<file path="src/hdl/range_max_segment_tree_defines.svh">
// Assertion macros shared by the range maximum segment tree modules.
`ifndef RANGE_MAX_SEGMENT_TREE_DEFINES_SVH
`define RANGE_MAX_SEGMENT_TREE_DEFINES_SVH

// Same-cycle implication, checked on clock, disabled in reset.
`define RMST_ASSERT_IMP(label, ante, cons) \
   label: assert property (@(posedge clock) disable iff (reset) (ante) |-> (cons)) \
      else $error("%m: check failed");

// Next-cycle implication, checked on clock, disabled in reset.
`define RMST_ASSERT_NXT(label, ante, cons) \
   label: assert property (@(posedge clock) disable iff (reset) (ante) |=> (cons)) \
      else $error("%m: check failed");

`endif

</file>
<file path="src/hdl/rmst_pkg.sv">
// Types, constants and helpers of the range maximum segment tree.
package rmst_pkg;

   localparam int LEAVES      = 1024;
   localparam int NODES       = 2 * LEAVES;
   localparam int NODE_W      = $clog2(NODES);
   localparam int HI_W        = $clog2(NODES + 1);
   localparam int VAL_W       = 32;
   localparam int POS_W       = 10;
   localparam int END_W       = 11;
   localparam int QUEUE_DEPTH = 2;
   localparam int QPTR_W      = $clog2(QUEUE_DEPTH);
   localparam int QCNT_W      = $clog2(QUEUE_DEPTH + 1);

   typedef logic signed [VAL_W-1:0] value_type;

   localparam value_type MIN_VALUE = {1'b1, {(VAL_W-1){1'b0}}};

   typedef enum logic {
      OP_UPDATE = 1'b0,
      OP_QUERY  = 1'b1
   } op_type;

   typedef enum logic [1:0] {
      B_CLEAR,
      B_IDLE,
      B_UPD,
      B_QRY
   } back_state_type;

   // Classified item as it travels from front to back; lo/hi are node indexes.
   typedef struct packed {
      op_type           op;
      logic [HI_W-1:0]  lo;
      logic [HI_W-1:0]  hi;
      value_type        value;
   } cmd_type;

   typedef struct packed {
      logic clearing;
      logic full;
   } front_ctl_type;

   function automatic value_type smax(input value_type a, input value_type b);
      return (a >= b) ? a : b;
   endfunction

endpackage

</file>
<file path="src/hdl/rmst_queue.sv">
// Short command queue between front and back end.
module rmst_queue
   import rmst_pkg::*;
(
   input  logic    clock,
   input  logic    reset,
   input  logic    push,
   input  cmd_type push_cmd,
   input  logic    pop,
   output logic    full,
   output logic    not_empty,
   output cmd_type head
);

`include "range_max_segment_tree_defines.svh"

   cmd_type            entries_ff [QUEUE_DEPTH];
   logic [QPTR_W-1:0]  wr_ptr_ff, wr_ptr_in;
   logic [QPTR_W-1:0]  rd_ptr_ff, rd_ptr_in;
   logic [QCNT_W-1:0]  count_ff, count_in;

   assign full      = (count_ff == QCNT_W'(QUEUE_DEPTH));
   assign not_empty = (count_ff != '0);
   assign head      = entries_ff[rd_ptr_ff];

   always_comb begin
      wr_ptr_in = wr_ptr_ff;
      rd_ptr_in = rd_ptr_ff;
      count_in  = count_ff;
      if (push) begin
         wr_ptr_in = (wr_ptr_ff == QPTR_W'(QUEUE_DEPTH-1)) ? '0 : wr_ptr_ff + QPTR_W'(1);
      end
      if (pop) begin
         rd_ptr_in = (rd_ptr_ff == QPTR_W'(QUEUE_DEPTH-1)) ? '0 : rd_ptr_ff + QPTR_W'(1);
      end
      if (push && !pop) begin
         count_in = count_ff + QCNT_W'(1);
      end else if (pop && !push) begin
         count_in = count_ff - QCNT_W'(1);
      end
   end

   always_ff @(posedge clock) begin
      if (reset) begin
         wr_ptr_ff <= '0;
         rd_ptr_ff <= '0;
         count_ff  <= '0;
      end else begin
         wr_ptr_ff <= wr_ptr_in;
         rd_ptr_ff <= rd_ptr_in;
         count_ff  <= count_in;
      end
   end

   always_ff @(posedge clock) begin
      if (push) begin
         entries_ff[wr_ptr_ff] <= push_cmd;
      end
   end

   `RMST_ASSERT_IMP(a_no_push_full, full, !push)
   `RMST_ASSERT_IMP(a_no_pop_empty, !not_empty, !pop)

endmodule

</file>
<file path="config.mk">
export PLATFORM = sky130hd
export DESIGN_NAME = rmst_queue
export DESIGN_NICKNAME = d
export VERILOG_FILES = /design/src/hdl/rmst_pkg.sv /design/src/hdl/rmst_queue.sv
export VERILOG_INCLUDE_DIRS = /design/src /design/src/hdl
export SDC_FILE = /design/constraint.sdc
export NUM_CORES = 1
export LEC_CHECK = 0
export BUFFER_PORTS_ARGS = -buffer_cell sky130_fd_sc_hd__buf_2
export CAP_MARGIN = 20
export CELL_PAD_IN_SITES_DETAIL_PLACEMENT = 0
export CELL_PAD_IN_SITES_GLOBAL_PLACEMENT = 1
export CORE_UTILIZATION = 47
export CTS_CLUSTER_DIAMETER = 40
export CTS_CLUSTER_SIZE = 40
export DETAILED_ROUTE_END_ITERATION = 10
export GPL_TIMING_DRIVEN = 0
export PLACE_DENSITY = 0.9
export SETUP_SLACK_MARGIN = 0.02
export SYNTH_ARGS = -nofsm -noshare
export SYNTH_HDL_FRONTEND = slang
export SYNTH_SLANG_ARGS = --single-unit
</file>
<file path="constraint.sdc">
create_clock -name clock -period 8.8 [get_ports clock]
set_input_delay 0.44 -clock clock [delete_from_list [all_inputs] [get_ports clock]]
set_output_delay 0.44 -clock clock [all_outputs]
set_load 0.05 [all_outputs]
</file>
* Word level (Yosys, flattened, before mapping) *
Memory sizes are Yosys's and may differ from the RTL's. A register that Yosys moved wholly into a read port is not among the register bits.
Index checks and enable logic that the tools add are counted.

word-level totals
  memory bits (writable) = 114
  bits in registers = 4
  word-level logic and storage cells = 23
  memories kept = 1

cells by class
  mux-type cells = 8
  eq/ne operators = 1
  reductions and logical operators = 6
  add/subtract/negate cells = 4

memory list
  name        depth  bits a word  rd ports  clocked after memory_dff  wr ports  line              RTL
  entries_ff  2      57           1         1                         1         rmst_queue.sv:17  cmd_type entries_ff [QUEUE_DEPTH];

operators by type and width
  operator                                           count
  2-to-1 mux 1 bit                                   6
  2-to-1 mux 2 bit                                   2
  nonzero test 2 bit                                 2
  adder 1 bit (second input constant)                2
  adder 2 x 1 -> 2 bit (second input constant)       1
  == test 2 bit (second input constant)              1
  logical AND 1 bit                                  2
  zero test 1 bit                                    2
  subtractor 2 x 1 -> 2 bit (second input constant)  1

* Logic depth before layout (Yosys ltp) *
  word-level depth = 4
  mapped depth = 5
  mapped depth without buffers = 5

* Worst setup path before layout *
No wires, ideal clock.

  path kind = input port to flip-flop
  from = in push
  to = mem entries_ff[0][0] (netlist bit), enable pin
  path slack = 5.366 ns
  setup time = 0.479 ns
  data arrival time = 2.955 ns
  stages = 1
  required time = 8.321 ns
  buffers on the path = 0
  cell sequence = nor2b_1

between the ends
  longest elaborated chain between the ends = 2

ends and longest elaborated chain
  item                                    line              RTL
  start: declaration                      rmst_queue.sv:7   input logic push,
  2-to-1 mux 1 bit                        rmst_queue.sv:56  if (push) begin
  2-to-1 mux 1 bit (not written as such)  rmst_queue.sv:57  entries_ff[wr_ptr_ff] <= push_cmd;
  end: declaration                        rmst_queue.sv:17

No other way between the ends.

==> results.ini <==
[setup_path]
required_ns = 8.36
r2r-start = wr_ptr_ff$_SDFFE_PP0P_
regToRegEndpoint = entries_ff[1][14]$_DFFE_PP_
cpMaxStageDelayCell = dfxtp_1
cp.arrival_ns = 1.81
cpPeakStageDelay_ns = 0.36
path_depth = 4
timing.reg2reg.worst_path_depth = 2
path_class = flip-flop to primary output
rrSetupSlack_ns = 7.13
critPathBufInv = 3
crit_chain = buf_4 -> buf_6 -> mux2_2 -> buf_2
critPathTopFamily = buffers and inverters
end_kind = primary output
worst_setup_path_start_kind = flip-flop
cp_max_fo = 10

[sta]
grt_setup_unrepaired = no
setup_viol = 0
finalHoldWorstSlack_ns = 0.127
skew_ns = 0.00603
tns_ns = 0
relSlewSlack = 0.513
hold_viol = 0
worst_slew_pin_slew_ns = 0.730
post-route-worst-setup-slack_ns = 6.55
max_freq_mhz = 444
period_needed_ns = 2.25
final-max-slew-violation-count = 0
finalCritPeriodShare = 0.256

[synth]
syn-mean-instance-area_um2 = 21.7
synthCells = 199
ys_seq_elements = 119
synth_nets = 261
synth_cell_types = 18
yosysWarnings = 0
netlist_area_mm2 = 0.00433
ys_seq_area_frac = 0.814

[min_path]
hold_path.class = primary input to flip-flop
min_from = push_cmd[38]
worstHoldEndpoint = entries_ff[0][38]$_DFFE_PP_
whs_path_depth = 1

[pwr]
max-vdd-ir-drop_mv = 0.159
powerDensity_mw_per_mm2 = 273
p_leak_nw = 2.18

[floorplan]
start_util = 0.491
std_cell_rows = 34
die-height_um = 97.9
core_mm2 = 0.00881
dieWidth_um = 97.9
pin_count = 120
dieArea_mm2 = 0.00959

[place]
numPortBuffers = 119
place_congestion = 0.653
dp_hpwl_mm = 4.92
dp_slack_ns = 6.96
placed_cell_area_mm2 = 0.00513

[clock_network]
cts_tree = done
cts.htree.levels = 4
path_clk_slew_ns = 0.06
cts_sinks = 119
cts_root_buffer = clkbuf_8
cts_buffers = 17
clk_latency_ns = 0.50
cts_buffer_depth = 2
postCtsSetupRepairBufs = 0
post_cts.resized_instances = 0
hold_buffers = 0

[layout]
utilization = 0.647
drive_above_1_share = 0.620
layout_commonest_cell = buf_2
nets = 402
design_area_mm2 = 0.00570
syn2layout_area_growth_pct = 31.8
antenna_cells = 0
mostFrequentLayoutCells = buf_2, edfxtp_1, mux2_2, clkbuf_16

[job]
cap_violations = 0

[global_route]
first_global_vias = 2457
grt_pass1_wl_mm = 11.7
grt_max_degree = 31
grt_overflow = 0
grt_antenna_before_repair = 0
grt.total_usage = 0.165

[drt]
first_pass_iters = 7
drc = 7
antenna_left = 0
drt_iter0_markers = 90
drt-wirelength-per-cell_um = 16.3
post_drt_via_cell_ratio = 4.90
routed_wl_mm = 7.50
vias = 2258

[status]
violations = DRC
outcome = finished with violations

==> metrics by stage <==
| stage | power [mW] | std cells |
|---|---|---|
| 5_1_grt | 1.61 | 461 |
| 4_1_cts | 1.57 | 461 |
| 3_5_place_dp | 0.920 | 429 |
| 3_3_place_gp | 0.912 | 426 |
| 2_1_floorplan | 0.856 | 199 |
| 6_report | 1.56 | 461 |
==> Yosys cell counts, drive strengths merged <==
library cell  instances  area [um^2]
xor2                  2         17.5
or2                   1         6.26
dfxtp                 5          100
and2b                 1         8.76
xnor2                 2         17.5
and2                  1         6.26
buf                   6         51.3
o21ai                 1         5.00
or3                   1         6.26
nor2                  4         15.0
a21oi                 1         5.00
edfxtp              114         3420
nor2b                 1         6.26
inv                   1         3.75
ha                    1         12.5
mux2                 57          642
==> registers in the layout (all words and copies together) (netlist names), named ones only <==
| signal | cells |
|---|---|
| count_ff | 2 |
| entries_ff | 114 |
| rd_ptr_ff | 1 |
| wr_ptr_ff | 1 |
==> final cells by class <==
cell class / count / area (um^2)
Sequential cell: 119 / 3520
Fill cell: 631 / 3100
Multi-Input combinational cell: 73 / 757
Timing Repair Buffer: 122 / 663
Clock buffer: 18 / 418
Clock inverter: 14 / 150
Tap cell: 108 / 135
Buffer: 6 / 51.3
Inverter: 1 / 3.75
==> how the worst max path moves through the flow <==
stage,end,slack [ns]
2_1_floorplan,entries_ff[0][0]$_DFFE_PP_,5.37
3_3_place_gp,entries_ff[0][8]$_DFFE_PP_,3.77
3_5_place_dp,entries_ff[1][7]$_DFFE_PP_,6.96
4_1_cts,head[18],6.51
5_1_grt,head[16],6.45
6_report,head[19],6.55
==> power by group <==
group	internal (mW)	leakage (nW)	total [mW]	switching, mW
clock	0.404	0.262	0.649	0.245
sequential	0.660	1.11	0.670	0.00914
combinational	0.0712	0.807	0.237	0.166
==> cells by family after synthesis <==
family                   after synthesis  synth area share
buffers and inverters                  7            0.0127
adder cells (fa/ha/maj)                1           0.00289
AO/OA/AOI/OAI                          2           0.00231
AND/OR/NAND/NOR                        9            0.0113
XOR/XNOR                               4           0.00810
multiplexers                          57             0.148
flip-flops                           119             0.814
==> layer usage <==
| layer | vias to the layer above | track usage | part of all wire |
|---|---|---|---|
| li1 | 1072 | - | - |
| met4 | 0 | 0.0594 | 0.0023 |
| met1 | 1096 | 0.179 | 0.39 |
| met2 | 88 | 0.288 | 0.53 |
| met3 | 2 | 0.0716 | 0.075 |
| met5 | - | 0 | 0 |
Power figures use the tool's default switching activity.
