==> config.mk <==
export PLATFORM = sky130hd
export DESIGN_NAME = rmst_front_flat
export DESIGN_NICKNAME = d
export VERILOG_FILES = /design/src/hdl/range_max_segment_tree_defines.svh /design/src/hdl/rmst_pkg.sv /design/src/hdl/rmst_channels.sv /design/src/hdl/rmst_front.sv /design/src/flat_wrapper.sv
export SDC_FILE = /design/constraint.sdc
export NUM_CORES = 1
export LEC_CHECK = 0
export ABC_CLOCK_PERIOD_IN_PS = 800
export BUFFER_PORTS_ARGS = -buffer_cell sky130_fd_sc_hd__buf_2
export CAP_MARGIN = 20
export CORE_MARGIN = 2
export CORE_UTILIZATION = 23
export DETAILED_ROUTE_END_ITERATION = 12
export PLACE_DENSITY = 0.84
export RECOVER_POWER = 50
export SKIP_LAST_GASP = 1
export SLEW_MARGIN = 20
export SYNTH_ARGS = -nofsm -noshare
export SYNTH_HDL_FRONTEND = slang
export SYNTH_SLANG_ARGS = --single-unit
==> constraint.sdc <==
create_clock -name vclk -period 0.8
set_input_delay 0.2 -clock vclk [all_inputs]
set_output_delay 0.2 -clock vclk [all_outputs]
set_load 0.05 [all_outputs]
==> src/hdl/range_max_segment_tree_defines.svh <==
// Assertion macros shared by the range maximum segment tree modules.
`ifndef RANGE_MAX_SEGMENT_TREE_DEFINES_SVH
`define RANGE_MAX_SEGMENT_TREE_DEFINES_SVH

// Same-cycle implication, checked on clock, disabled in reset.
`define RMST_ASSERT_IMP(label, ante, cons) \
   label: assert property (@(posedge clock) disable iff (reset) (ante) |-> (cons)) \
      else $error("%m: check failed");

// Next-cycle implication, checked on clock, disabled in reset.
`define RMST_ASSERT_NXT(label, ante, cons) \
   label: assert property (@(posedge clock) disable iff (reset) (ante) |=> (cons)) \
      else $error("%m: check failed");

`endif

==> src/hdl/rmst_pkg.sv <==
// Types, constants and helpers of the range maximum segment tree.
package rmst_pkg;

   localparam int LEAVES      = 1024;
   localparam int NODES       = 2 * LEAVES;
   localparam int NODE_W      = $clog2(NODES);
   localparam int HI_W        = $clog2(NODES + 1);
   localparam int VAL_W       = 32;
   localparam int POS_W       = 10;
   localparam int END_W       = 11;
   localparam int QUEUE_DEPTH = 2;
   localparam int QPTR_W      = $clog2(QUEUE_DEPTH);
   localparam int QCNT_W      = $clog2(QUEUE_DEPTH + 1);

   typedef logic signed [VAL_W-1:0] value_type;

   localparam value_type MIN_VALUE = {1'b1, {(VAL_W-1){1'b0}}};

   typedef enum logic {
      OP_UPDATE = 1'b0,
      OP_QUERY  = 1'b1
   } op_type;

   typedef enum logic [1:0] {
      B_CLEAR,
      B_IDLE,
      B_UPD,
      B_QRY
   } back_state_type;

   // Classified item as it travels from front to back; lo/hi are node indexes.
   typedef struct packed {
      op_type           op;
      logic [HI_W-1:0]  lo;
      logic [HI_W-1:0]  hi;
      value_type        value;
   } cmd_type;

   typedef struct packed {
      logic clearing;
      logic full;
   } front_ctl_type;

   function automatic value_type smax(input value_type a, input value_type b);
      return (a >= b) ? a : b;
   endfunction

endpackage

==> src/hdl/rmst_channels.sv <==
// Handshake channel interfaces for requests and responses.
interface rmst_req_if
   import rmst_pkg::*;
();
   logic                valid;
   logic                ready;
   logic                req_type;
   logic [POS_W-1:0]    position;
   logic [END_W-1:0]    range_end;
   logic signed [VAL_W-1:0] value;

   modport source (output valid, req_type, position, range_end, value, input ready);
   modport sink   (input valid, req_type, position, range_end, value, output ready);
endinterface


==> src/hdl/rmst_front.sv <==
// Front end: accepts request items, drops invalid updates, clamps query ranges.
module rmst_front
   import rmst_pkg::*;
(
   rmst_req_if.sink      req_ch,
   input  front_ctl_type ctl,
   output logic          push,
   output cmd_type       push_cmd
);

   logic              leaf_ok;
   logic [END_W-1:0]  end_sat;
   op_type            op;

   always_comb begin
      op       = op_type'(req_ch.req_type);
      leaf_ok  = int'(req_ch.position) < LEAVES;
      end_sat  = (int'(req_ch.range_end) > LEAVES) ? END_W'(LEAVES) : req_ch.range_end;

      req_ch.ready = !ctl.clearing && !ctl.full;
      // out-of-range updates are swallowed here and never reach the queue
      push = req_ch.valid && req_ch.ready && ((op == OP_QUERY) || leaf_ok);

      push_cmd.op    = op;
      push_cmd.lo    = HI_W'(LEAVES) + HI_W'(req_ch.position);
      push_cmd.hi    = HI_W'(LEAVES) + HI_W'(end_sat);
      push_cmd.value = req_ch.value;
   end

endmodule

==> src/flat_wrapper.sv <==
// flat-port wrapper written by rule: the top's interface ports become plain ports
module rmst_front_flat import rmst_pkg::*;
  (ctl, push, push_cmd, req_ch_valid, req_ch_req_type, req_ch_position, req_ch_range_end, req_ch_value, req_ch_ready);
  rmst_req_if req_ch_i ();
  input  front_ctl_type ctl;
  output logic push;
  output cmd_type push_cmd;
  input wire logic [$bits(req_ch_i.valid)-1:0] req_ch_valid;
  input wire logic [$bits(req_ch_i.req_type)-1:0] req_ch_req_type;
  input wire logic [$bits(req_ch_i.position)-1:0] req_ch_position;
  input wire logic [$bits(req_ch_i.range_end)-1:0] req_ch_range_end;
  input wire logic [$bits(req_ch_i.value)-1:0] req_ch_value;
  output wire logic [$bits(req_ch_i.ready)-1:0] req_ch_ready;
  assign req_ch_i.valid = req_ch_valid;
  assign req_ch_i.req_type = req_ch_req_type;
  assign req_ch_i.position = req_ch_position;
  assign req_ch_i.range_end = req_ch_range_end;
  assign req_ch_i.value = req_ch_value;
  assign req_ch_ready = req_ch_i.ready;
  rmst_front u_core (.req_ch(req_ch_i), .ctl(ctl), .push(push), .push_cmd(push_cmd));
endmodule
## After elaboration in Yosys (flattened, before gate mapping)

Cells that the tools add are included.

| word-level totals | value |
|---|---|
| memory bits (writable) | 0 |
| bits in read-only memories | 0 |
| output and inout bits | 59 |
| memories | 0 |
| bits of input ports | 57 |
| latch bits | 0 |
| bits in registers | 0 |

| cells by class | value |
|---|---|
| bitwise gates (word level) | 0 |
| multipliers | 0 |
| magnitude comparators | 1 |
| div/mod/pow operators | 0 |
| shift-type cells | 0 |
| multiplexer cells | 1 |
| equal/unequal tests | 0 |
| add/subtract/negate cells | 2 |
| reductions and logical operators | 4 |

Operators with widths:

| kind | number |
|---|---|
| adder 11 x 10 -> 12 bit (first input constant) | 1 |
| adder 11 x 11 -> 12 bit (first input constant) | 1 |
| greater-than comparator 11 bit (second input constant) | 1 |
| two-way mux 11 bit | 1 |
| logical AND 1 bit | 2 |
| zero test 1 bit | 2 |

## Depth between registers and ports, before layout

Gate-level depths: netlist of run 1.

| depth | value |
|---|---|
| word-level depth | 3 |
| depth in mapped cells | 2 |
| mapped depth without buffers | 1 |

## Least setup slack after synthesis of run 1

No wires, ideal clock.

| timing path | value |
|---|---|
| path type | input port to output port |
| start | input ctl[0] (netlist name) |
| end | output push |
| required time | 0.600 ns |
| path buffers | 0 |
| arrival | 1.358 ns |
| slack | -0.758 ns |
| stages | 1 |
| path through | nor3b_1 |

| between the ends | value |
|---|---|
| word-level cells in the longest chain between the ends | 3 |

Ends and longest elaborated chain:

| what | line | source |
|---|---|---|
| start: declaration | flat_wrapper.sv:5 | `input front_ctl_type ctl;` |
| zero test 1 bit | rmst_front.sv:20 | `req_ch.ready = !ctl.clearing && !ctl.full;` |
| logical AND 1 bit | rmst_front.sv:20 |  |
| logical AND 1 bit | rmst_front.sv:22 | `push = req_ch.valid && req_ch.ready && ((op == OP_QUERY) \|\| leaf_ok);` |
| end: declaration | flat_wrapper.sv:6 | `output logic push;` |

No other way between the ends.

==> impl_metrics.json, run 1 <==
{
  "status": "finished with violations",
  "violations": "negative setup slack",
  "crit_slowest_cell": "buf_6",
  "cp_num_buf_inv": 3,
  "synth_xor_xnor_area_share": 0,
  "numPortBuffers": 28,
  "yosys.area_share.simple": 0.230,
  "drt_iter0_drc": 0,
  "clkbuf_count": 0,
  "stdcell_area_um2": 520,
  "worstPathArrival_ns": 0.72,
  "cellPowerDensity_mw_per_mm2": 773,
  "fin_nets": 104,
  "num_antenna_cells": 0,
  "dieHeight_um": 49.3,
  "hold_violations": 0,
  "layout_common_cells": "buf_2, buf_6, nor2b_4",
  "finalSetupViolations": 12,
  "grt_usage": 0.0651,
  "synth.distinct_cells": 10,
  "yosysTopAreaCellShare": 0.714,
  "wire_per_inst_um": 12.0,
  "die_area_mm2": 0.00243,
  "grt_pass1_wl_mm": 1.25,
  "ys_seq_area_frac": 0,
  "synth_top_area_cell": "buf_4",
  "drt_wl_total_um": 866,
  "min_period_ns": 0.921,
  "yosys_warnings": 0,
  "rows": 16,
  "antenna_found_initial": 0,
  "vdd_drop_max_v": 0.000297,
  "synth_nets": 119,
  "setup_ws_ns": -0.121,
  "drtAntennaViolNets": 0,
  "fin_crit_sh": 1.15,
  "start_util": 0.244,
  "power_mw": 0.402,
  "syn_inst": 62,
  "grt_max_degree": 6,
  "synth_top_family_by_area": "buffers and inverters",
  "rsz0062_at_grt": "yes",
  "pre_cts_slack_ns": -0.248,
  "synth.area.mux_share": 0,
  "gp_congestion": 0.553,
  "critPathMostFrequentCell": "buf_12",
  "fillers": 213,
  "synthAdderAreaFrac": 0,
  "vias": 238,
  "core_mm2": 0.00194,
  "slew_viol_final": 0,
  "postPlaceCellArea_um2": 368,
  "grt_pass1_vias": 251,
  "min_path_type": "in -> out",
  "synth_compound_area_frac": 0,
  "path_class": "in -> out",
  "drc_errors": 0,
  "cp-start-kind": "input port",
  "fmax_mhz": 1090,
  "final_common_cell": "buf_2",
  "path_cells": "buf_12, buf_12, nor2b_4, buf_6",
  "overflow": 0,
  "drive_above_1_share": 0.956,
  "power_leakage_nw": 0.264,
  "routed_via_density": 3.31,
  "dp_hpwl_um": 616,
  "netlist_area_um2": 473,
  "die_w_um": 49.3,
  "slowest_delay_ns": 0.16,
  "crit_family": "buffers and inverters",
  "maxCapViolations": 0,
  "path_max_fanout": 5,
  "cp.required_ns": 0.60,
  "first_pass_iters": 1,
  "ios": 116,
  "synth.area.top_cells": "buf_4, nor2b_2, nor2b_4",
  "area_growth_pct": 10.1,
  "critPathCaptureType": "primary output",
  "ff_latch_area_um2": 0,
  "syn_area_per_cell_um2": 7.63,
  "nFlopsAndLatches": 0
}
[worst paths after layout]
check	start	to	slack (ns)	cells past startpoint
setup / recovery	req_ch_range_end[10]	push_cmd[39]	-0.12	4
hold / removal	req_ch_value[18]	push_cmd[18]	0.40	0
[cell type report]
type	count	area, um^2	share of cell area
multi-input combinational	14	170	0.327
inverter	1	8.76	0.0168
tap	27	33.8	0.0649
timing repair buffer	30	308	0.591
[synthesized netlist by cell type]
cell,count
nor2b_2,7
inv_2,1
nor2b_4,2
buf_6,1
nor3b_1,1
clkbuf_1,1
nor2_1,1
buf_4,45
and2b_2,1
conb_1,2
[logic make-up (layout without fill, tap and decap cells)]
group	after synthesis	after routing
AND/OR/NAND/NOR	12	12
other	2	2
buffers and inverters	48	31
[power breakdown]
group / switching [mW] / leakage, nW / internal [mW]
clock network: 0 / 0 / 0
registers: 0 / 0 / 0
logic: 0.223 / 0.264 / 0.179
[metrics by stage]
step	setup TNS [ns]	hold slack, ns	std cells	util
after CTS	-1.15	0.400	72	0.265
final	-1.17	0.400	72	0.268
after detailed placement	-2.71	0.400	71	0.189
after floorplan	-0.348	0.453	62	-
after global placement	-2.63	0.400	71	0.189
after global routing	-1.37	0.400	72	0.268
[routing by layer]
layer	part of all wire	vias up	track usage
met4	0.058	0	0.0429
li1	-	101	-
met2	0.50	21	0.115
met5	0	-	0
met1	0.29	104	0.0623
met3	0.15	12	0.0245
[what timing repair did]
| item | CTS | global route |
|---|---|---|
| cloned | 1 | 0 |
| gates resized for setup | 38 | 2 |
| pin swaps | 1 | 1 |
| hold buffers | 0 | 0 |
| buffers inserted | 0 | 0 |
| endpoints found under the setup margin | 13 | 12 |
Note: power is estimated with default switching activity, not from simulation.
==> inputs of run 2 (changes only) <==
PLACE_DENSITY = 0.91   (was 0.84)
==> run 2 against run 1 <==
Net effect:
- final cell count stayed put
- largest cell class unchanged
- routed wire length is 9.0% higher
- highest routed layer unchanged
- worst hold slack stayed put
- first-iteration DRC count stayed put
- the run still ends with negative setup slack left
- cell area is 0.24% higher
- critical endpoint is now push_cmd[38]
==> impl_metrics.json, run 2 (synthesis results as in run 1) <==
{
  "busiest_layer": "met2",
  "drtAntennaViolNets": 0,
  "maxCapViolations": 0,
  "drt_iter0_drc": 0,
  "layout_common_cells": "buf_2, nor2b_4, buf_6",
  "core_mm2": 0.00194,
  "drc_errors": 0,
  "fin_nets": 104,
  "fin_crit_sh": 1.16,
  "cellPowerDensity_mw_per_mm2": 778,
  "met2_usage": 0.119,
  "cp-start-kind": "input port",
  "holdWs_ns": 0.400,
  "ios": 116,
  "wire_per_inst_um": 13.1,
  "crit_slowest_cell": "buf_8",
  "dieHeight_um": 49.3,
  "slowest_delay_ns": 0.15,
  "min_period_ns": 0.926,
  "path_class": "in -> out",
  "gp_congestion": 0.527,
  "first_pass_iters": 1,
  "hold_violations": 0,
  "clkbuf_count": 0,
  "rows": 16,
  "grt_pass1_vias": 262,
  "overflow": 0,
  "routed_via_density": 3.36,
  "setup_ws_ns": -0.126,
  "grt_max_degree": 6,
  "fmax_mhz": 1080,
  "numPortBuffers": 28,
  "antenna_found_initial": 0,
  "vdd_drop_max_v": 0.000345,
  "grt_pass1_wl_mm": 1.30,
  "placed_cells": 71,
  "nFlopsAndLatches": 0,
  "stdcell_count": 72,
  "rsz0062_at_grt": "yes",
  "finalSetupViolations": 12,
  "grt_util_met3": 0.0429,
  "status": "finished with violations",
  "grt_usage": 0.0682,
  "power_leakage_nw": 0.266,
  "final_common_cell": "buf_2",
  "met1_usage": 0.0623,
  "worstPathArrival_ns": 0.73,
  "dp_hpwl_um": 721,
  "area_growth_pct": 10.3,
  "min_delay_path_depth": 0,
  "die_area_mm2": 0.00243,
  "violations": "negative setup slack",
  "power_mw": 0.406,
  "final_util": 0.269,
  "num_antenna_cells": 0,
  "path_max_fanout": 5,
  "drive_above_1_share": 0.956,
  "die_w_um": 49.3,
  "min_path_type": "in -> out",
  "start_util": 0.244,
  "ff_latch_area_um2": 0,
  "path_cells": "buf_12, buf_16, nor2b_4, buf_8",
  "pre_cts_slack_ns": -0.248,
  "cp.required_ns": 0.60,
  "drt_wl_total_um": 944,
  "vias": 242,
  "slew_viol_final": 0,
  "critPathCaptureType": "primary output",
  "post_cts_buffers": 0
}
==> run 2: metrics by stage <==
step           instance area, um^2  setup TNS (ns)
6_report                       522           -1.18
5_1_grt                        522           -1.36
4_1_cts                        514           -1.19
3_5_place_dp                   368           -2.78
3_3_place_gp                   368           -2.64
2_1_floorplan                  537          -0.348
==> run 2: critical path, delay by kind of cell <==
kind	cells	cell delay, ns
AND/OR/NAND/NOR	1	0.12
buffers and inverters	3	0.40
==> run 2: path summary, 6_finish.rpt <==
check | from | end
setup / recovery | req_ch_range_end[10] | push_cmd[38]
hold / removal | req_ch_value[18] | push_cmd[18]
==> run 2: metal layers <==
metal  share of wire  wire (um)
met5               0          0
met4           0.013         12
met3            0.17        163
met2            0.56        525
met1            0.26        243
==> run 2: layout make-up <==
class                           instances  area [um^2]
Fill cell                             218         1420
Timing Repair Buffer                   30          312
Tap cell                               27         33.8
Inverter                                1         6.26
Multi-Input combinational cell         14          170
==> run 2: power breakdown <==
group | switching [mW] | total (mW) | internal (mW)
Clock | 0 | 0 | 0
Combinational | 0.225 | 0.406 | 0.181
Sequential | 0 | 0 | 0
Total | 0.225 | 0.406 | 0.181
==> run 2: timing repair <==
item                       4_1_cts  5_1_grt
resized for setup               38        2
cloned                           1        0
hold buffers                     0        0
pin swaps                        1        1
setup endpoints to repair       13       12
==> inputs of run 3 (changes only) <==
ABC_CLOCK_PERIOD_IN_PS = 1100   (was 800)
CORE_UTILIZATION = 25   (was 23)
PLACE_DENSITY = 0.95   (was 0.91)
clock period = 1.1 ns   (was 0.8 ns; I/O delays follow)
==> run 3 against run 2 <==
Net effect:
- setup slack better by 0.15 ns
- critical path type unchanged
- highest routed layer unchanged
- critical endpoint is now push_cmd[37]
- final cell count down 4.2%
- the flow now finishes without violations
- count of clock-buffer cells in the layout unchanged
==> impl_metrics.json, run 3 (synthesis results as in run 1) <==
{
  "core_mm2": 0.00175,
  "endpoint": "push_cmd[37]",
  "vdd_drop_max_v": 0.000127,
  "cellPowerDensity_mw_per_mm2": 622,
  "critPathCaptureType": "primary output",
  "min_period_ns": 1.07,
  "status": "complete, no violations",
  "drive_above_1_share": 0.955,
  "vias": 257,
  "cp.required_ns": 0.82,
  "holdWs_ns": 0.550,
  "ios": 116,
  "setup_tns_ns": 0,
  "grt_usage": 0.0623,
  "rsz0062_at_grt": "no",
  "routed_via_density": 3.72,
  "antenna_found_initial": 0,
  "grt_max_degree": 10,
  "ff_latch_area_um2": 0,
  "critPathMostFrequentCell": "buf_6",
  "first_pass_iters": 1,
  "path_class": "in -> out",
  "num_antenna_cells": 0,
  "power_mw": 0.228,
  "dp_hpwl_um": 744,
  "cp-start-kind": "input port",
  "maxCapViolations": 0,
  "pre_cts_slack_ns": -0.127,
  "grt_pass1_wl_um": 959,
  "path_cells": "buf_6, buf_12, nor2b_4, buf_6",
  "min_path_type": "in -> out",
  "crit_slowest_cell": "buf_6",
  "slew_viol_final": 0,
  "worstPathArrival_ns": 0.80,
  "hold_violations": 0,
  "gp_congestion": 0.480,
  "finalSetupViolations": 0,
  "postCtsHoldBufs": 0,
  "area_growth_pct": -22.5,
  "drc_errors": 0,
  "layout_common_cells": "buf_2, nor2b_2, buf_6",
  "drt_wl_total_um": 919,
  "die_area_mm2": 0.00226,
  "overflow": 0,
  "fin_nets": 103,
  "nFlopsAndLatches": 0,
  "fin_crit_sh": 0.974,
  "numPortBuffers": 28,
  "slowest_delay_ns": 0.16,
  "wire_per_inst_um": 13.3,
  "grt_pass1_vias": 228,
  "power_leakage_nw": 0.203,
  "drt_iter0_drc": 0,
  "fmax_mhz": 933,
  "path_max_fanout": 9,
  "die_w_um": 47.5,
  "rows": 15,
  "critPathLaunch": "req_ch_range_end[10]",
  "final_util": 0.210,
  "clkbuf_count": 0,
  "drtAntennaViolNets": 0,
  "dieHeight_um": 47.5,
  "setup_ws_ns": 0.0283,
  "final_common_cell": "buf_2",
  "start_util": 0.271
}
run 3: area by class of cell:
cell class	count	area, um^2
Fill cell	187	1380
Inverter	1	3.75
Multi-Input combinational cell	14	135
Tap cell	25	31.3
Timing Repair Buffer	29	196
run 3: how the worst min path moves through the flow:
| stage | start | endpoint | slack (ns) | cells past startpoint |
|---|---|---|---|---|
| floorplan | ctl[1] | push | 0.61 | 1 |
| CTS | req_ch_value[11] | push_cmd[11] | 0.55 | 0 |
| detailed placement | req_ch_value[11] | push_cmd[11] | 0.55 | 0 |
| global placement | req_ch_value[11] | push_cmd[11] | 0.55 | 0 |
| global route | req_ch_value[30] | push_cmd[30] | 0.55 | 0 |
| finish | req_ch_position[3] | push_cmd[47] | 0.55 | 0 |
run 3: critical path: cells and delay by family:
family / cells / cell delay [ns]
buffers and inverters: 3 / 0.41
and+or+nand+nor: 1 / 0.10
run 3: layer usage:
metal	global-route usage	wire length, um
met2	0.149	498
met4	0.0778	70
met5	0	0
met1	0.00674	140
met3	0.0340	209
run 3: timing repair:
item / CTS / global route
endpoints found under the setup margin: 12 / 4
buffers inserted: 0 / 0
resized for setup: 9 / 4
run 3: power by group:
group / internal [mW] / switching (mW)
registers: 0 / 0
logic: 0.0788 / 0.149
clock network: 0 / 0
run 3: metrics by stage:
stage	area [um^2]	std cells
after floorplan	487	62
after global placement	325	69
after detailed placement	325	69
after CTS	350	69
after global routing	367	69
final	367	69
